File: config.mk
export PLATFORM = sky130hd
export DESIGN_NAME = mbw_ctrl
export DESIGN_NICKNAME = d
export VERILOG_FILES = /design/src/rtl/mbw_pkg.sv /design/src/rtl/mbw_ctrl.sv
export SDC_FILE = /design/constraint.sdc
export NUM_CORES = 1
export LEC_CHECK = 0
export BUFFER_PORTS_ARGS = -buffer_cell sky130_fd_sc_hd__buf_2
export CAP_MARGIN = 20
export CORE_AREA = 2 2 39 41
export CTS_CLUSTER_DIAMETER = 80
export CTS_CLUSTER_SIZE = 10
export DETAILED_ROUTE_END_ITERATION = 16
export DIE_AREA = 0 0 41 43
export PLACE_DENSITY_LB_ADDON = 0.1
export SLEW_MARGIN = 10
export SYNTH_ARGS = -nofsm -noshare
export SYNTH_HDL_FRONTEND = slang
export SYNTH_SLANG_ARGS = --single-unit
File: constraint.sdc
create_clock -name clock -period 2.1 [get_ports clock]
set_clock_uncertainty 0.2 [all_clocks]
set_input_delay 0 -clock clock [delete_from_list [all_inputs] [get_ports clock]]
set_output_delay 0 -clock clock [all_outputs]
set_load 0.005 [all_outputs]
File: src/rtl/mbw_pkg.sv
package mbw_pkg;

   localparam int STORE_BYTES_DEF = 4096;
   localparam int CFG_LEN_RESET   = 4096;
   localparam int CFG_W           = 13;
   localparam int ADDR_OUT_W      = 12;
   localparam int VALUE_W         = 32;
   localparam int WIDTH1_W        = 6;
   localparam int WIDTH23_W       = 5;
   localparam int BITS_W          = 7;
   localparam int FIELD_MAX_W     = 32;
   localparam int STAGE_MAX_W     = 31;
   localparam int NUM_STAGES      = 3;

   typedef enum logic [1:0] {
      CMD_FIELD  = 2'd0,
      CMD_ESCAPE = 2'd1,
      CMD_RESET  = 2'd2,
      CMD_NOP    = 2'd3
   } cmd_type;

   typedef enum logic [2:0] {
      ST_IDLE,
      ST_PREP,
      ST_COMMIT,
      ST_LOAD,
      ST_FILL,
      ST_EMPTY
   } state_type;

   // controller -> datapath
   typedef struct packed {
      logic accept;
      logic prep_step;
      logic commit;
      logic load;
      logic chunk;
      logic emit_empty;
   } ctl_cmd_type;

   // datapath -> controller
   typedef struct packed {
      logic prep_last;
      logic empty;
      logic visit_end;
      logic cmd_done;
      logic out_free;
   } dp_status_type;

endpackage

File: src/rtl/mbw_ctrl.sv
module mbw_ctrl (
   input  logic                    clock,
   input  logic                    reset,
   input  logic                    req_valid,
   input  logic [1:0]              req_cmd,
   output logic                    req_stall,
   input  mbw_pkg::dp_status_type  status,
   output mbw_pkg::ctl_cmd_type    ctl
);

   mbw_pkg::state_type state_ff, state_in;

   always_ff @(posedge clock) begin
      if (reset) begin
         state_ff <= mbw_pkg::ST_IDLE;
      end else begin
         state_ff <= state_in;
      end
   end

   always_comb begin
      state_in  = state_ff;
      ctl       = '0;
      req_stall = 1'b1;
      case (state_ff)
         mbw_pkg::ST_IDLE: begin
            req_stall = 1'b0;
            if (req_valid) begin
               ctl.accept = 1'b1;
               if (req_cmd == mbw_pkg::CMD_FIELD || req_cmd == mbw_pkg::CMD_ESCAPE) begin
                  state_in = mbw_pkg::ST_PREP;
               end else begin
                  state_in = mbw_pkg::ST_EMPTY;
               end
            end
         end
         mbw_pkg::ST_PREP: begin
            ctl.prep_step = 1'b1;
            if (status.prep_last) begin
               state_in = mbw_pkg::ST_COMMIT;
            end
         end
         mbw_pkg::ST_COMMIT: begin
            ctl.commit = 1'b1;
            state_in   = status.empty ? mbw_pkg::ST_EMPTY : mbw_pkg::ST_LOAD;
         end
         mbw_pkg::ST_LOAD: begin
            ctl.load = 1'b1;
            state_in = mbw_pkg::ST_FILL;
         end
         mbw_pkg::ST_FILL: begin
            // hold a byte-ending chunk until the output register can take it
            if (!status.visit_end || status.out_free) begin
               ctl.chunk = 1'b1;
               if (status.cmd_done) begin
                  state_in = mbw_pkg::ST_IDLE;
               end else if (status.visit_end) begin
                  state_in = mbw_pkg::ST_LOAD;
               end
            end
         end
         mbw_pkg::ST_EMPTY: begin
            if (status.out_free) begin
               ctl.emit_empty = 1'b1;
               state_in       = mbw_pkg::ST_IDLE;
            end
         end
         default: begin
            state_in = mbw_pkg::ST_IDLE;
         end
      endcase
   end

`ifndef SYNTHESIS
   a_accept_leaves_idle: assert property (@(posedge clock) disable iff (reset)
      (state_ff == mbw_pkg::ST_IDLE && req_valid) |=> (state_ff != mbw_pkg::ST_IDLE))
      else $error("accepted word did not start a command");

   a_fill_waits: assert property (@(posedge clock) disable iff (reset)
      (state_ff == mbw_pkg::ST_FILL && status.visit_end && !status.out_free)
      |=> (state_ff == mbw_pkg::ST_FILL))
      else $error("byte dropped while output register busy");
`endif

endmodule

==> results.json <==
{
  "synth-warning-count": 0,
  "antenna_left": 0,
  "cts_setup_buffers": 0,
  "ff2ff_path_depth": 4,
  "core_um2": 1380,
  "r2r-start": "state_ff[2]",
  "required_ns": 2.01,
  "floorplan.initialDensity_pct": 21.2,
  "setup.worst_path.class": "flip-flop to flip-flop",
  "cap_violations": 0,
  "syn-num-nets": 48,
  "post_drt_via_cell_ratio": 4.42,
  "p_leak_nw": 0.214,
  "crit_start": "state_ff[2]",
  "regToRegSetupSlack_ns": 0.11,
  "clock.fmax_ghz": 0.502,
  "finalWeightedCongestion": 0.664,
  "timing.hold.ws_ns": 0.0123,
  "hold_path.startpoint": "status[1]",
  "grt_max_degree": 11,
  "ys_types": 23,
  "clock-sinks": 3,
  "postSynthCellCount": 38,
  "cts_max_path_buffers": 2,
  "detail_route.wl_per_cell_um": 9.88,
  "worstPathArrival_ns": 1.90,
  "worstHoldEndpoint": "state_ff[0]",
  "largest_register": "state_ff",
  "largest_register_ff_count": 3,
  "status": "finished clean",
  "io_pins": 17,
  "finalSetupViolations": 0,
  "synthArstFlopShare_pct": 0,
  "area_delta_synth_final_pct": 51.9,
  "place_hpwl_um": 547,
  "hold_depth": 4,
  "drv_slew": 0,
  "cp_max_fo": 7,
  "finalCriticalPeriod_ns": 1.99,
  "pre_cts_slack_ns": 0.593,
  "avgSynthCellArea_um2": 7.74,
  "powerDensity_nw_per_um2": 856,
  "clk_pin_slew_ns": 0.04,
  "port_buffers": 15,
  "htreeDepth": 1,
  "grt_pass1_vias": 319,
  "drc": 0,
  "rsz0062_at_grt": "no",
  "worstMarginPinSlew_ns": 0.285,
  "ys_ff_latch": 3,
  "cts_tree": "yes",
  "clkLatencyLatePin_ns": 0.23,
  "antenna_found_initial": 0,
  "root_buffer": "clkbuf_4",
  "die_area_um2": 1760,
  "dr.pass1.iters": 2,
  "worst_slack_ns": 0.106,
  "max-vdd-ir-drop_v": 0.000346,
  "drtIter0Drc": 7,
  "r2r_end": "state_ff[1]",
  "final.setup.tns_ns": 0,
  "hold_viol_final": 0,
  "fin_util_pct": 32.3,
  "grt-ovfl-total": 0,
  "grt.total_usage_pct": 10.9,
  "routed_wl_um": 751,
  "top_regs": "state_ff (3)",
  "relSlewSlack_pct": 81.0,
  "finalCritPeriodShare_pct": 94.9,
  "grt_pass1_wl_um": 1280,
  "vias": 336,
  "seq_area_frac_synth_pct": 20.4,
  "synth_edf_count": 0,
  "fp.dieW_um": 41,
  "diodes": 0,
  "ys.flop_type": "dfxtp_1",
  "fin_nets": 71,
  "hold_class": "input pin to flip-flop",
  "synth_area_um2": 294,
  "drive_above_1_share_pct": 38.3,
  "critPathLaunchType": "flip-flop",
  "row_count": 14,
  "chipHeight_um": 43,
  "cts_made_buffers": 3,
  "critical_path.endpoint_type": "flip-flop"
}
power breakdown:
| part | switching, W | internal (W) | leakage, nW |
|---|---|---|---|
| combinational | 0.0000832 | 0.000102 | 0.175 |
| clock | 0.0000306 | 0.0000713 | 0.0150 |
| sequential | 0.0000251 | 0.0000706 | 0.0247 |
| total | 0.000139 | 0.000243 | 0.214 |
metal layers:
layer / vias up / share of wire, % / track usage (%)
met1: 149 / 48 / 14.1
met2: 9 / 46 / 13.8
met3: 0 / 5.6 / 4.71
met4: 0 / 0 / 8.00
li1: 178 / - / -
met5: - / 0 / 0
cells in the mapped netlist (all sizes together) (2+ instances only):
cell / instances / area [um2]
nand2: 2 / 7.51
o21ai: 2 / 10.0
dfxtp: 3 / 60.1
nor2b: 2 / 12.5
nor2: 7 / 26.3
nor3b: 3 / 27.5
inv: 3 / 11.3
a21oi: 2 / 10.0
o21a: 2 / 15.0
buf: 2 / 16.3
cell families after synthesis:
logic type	share of synthesized area [%]
compound gates	27.7
flops	20.4
buf+inv	9.36
simple gates	38.7
mux	3.83
worst max-delay path by stage:
stage / slack, ns / depth (start not counted) / end
floorplan: 0.67 / 5 / state_ff[0]
global placement: 0.57 / 4 / state_ff[0]
detailed placement: 0.59 / 4 / state_ff[0]
CTS: 0.12 / 4 / state_ff[1]
global route: 0.007 / 4 / state_ff[1]
finish: 0.11 / 4 / state_ff[1]
final cells by class:
| cell class | count | area [um2] |
|---|---|---|
| sequential | 3 | 60.1 |
| clock buffer | 4 | 26.3 |
| inverter | 3 | 11.3 |
| timing repair buffer | 20 | 123 |
| multi-input combinational | 30 | 206 |
| fill | 171 | 937 |
| tap | 16 | 20.0 |
placed cells by master, fill, tap and decap left out:
master         Yosys  layout
a21oi_1            2       2
clkbuf_4           0       3
dlygate4sd3_1      0       4
buf_4              0       1
inv_1              3       3
nor3b_2            1       1
nand2b_1           1       1
o21ai_1            1       1
o22ai_4            1       1
nand2_1            2       2
and3b_1            1       1
clkbuf_1           0       1
dfxtp_1            3       3
mux2_2             1       1
nor3b_1            2       2
nor2_1             7       7
or3_4              1       1
buf_2              1      15
nor3_1             1       1
o32a_1             1       1
a211o_1            1       1
nor2b_1            2       2
o21a_1             2       2
o31ai_1            1       1
or3b_1             1       1
o21ai_0            1       1
worst max-delay path, cell delays in order (launching register included):
cell and delay, ns:
dfxtp_1 0.42, or3b_1 0.43, o22ai_4 0.19, nor3_1 0.07
dlygate4sd3_1 0.56
stage by stage:
step                instance area, um2  std cells  total power, W
floorplan                          294         38        0.000221
global placement                   380         68        0.000279
detailed placement                 380         68        0.000276
CTS                                447         76        0.000390
global route                       447         76        0.000427
finish                             447         76        0.000382
timing repair:
item / CTS / global route
hold buffers: 4 / 0
hold endpoints to repair: 3 / 0
resized for setup: 0 / 0
(Power assumes the default switching activity.)
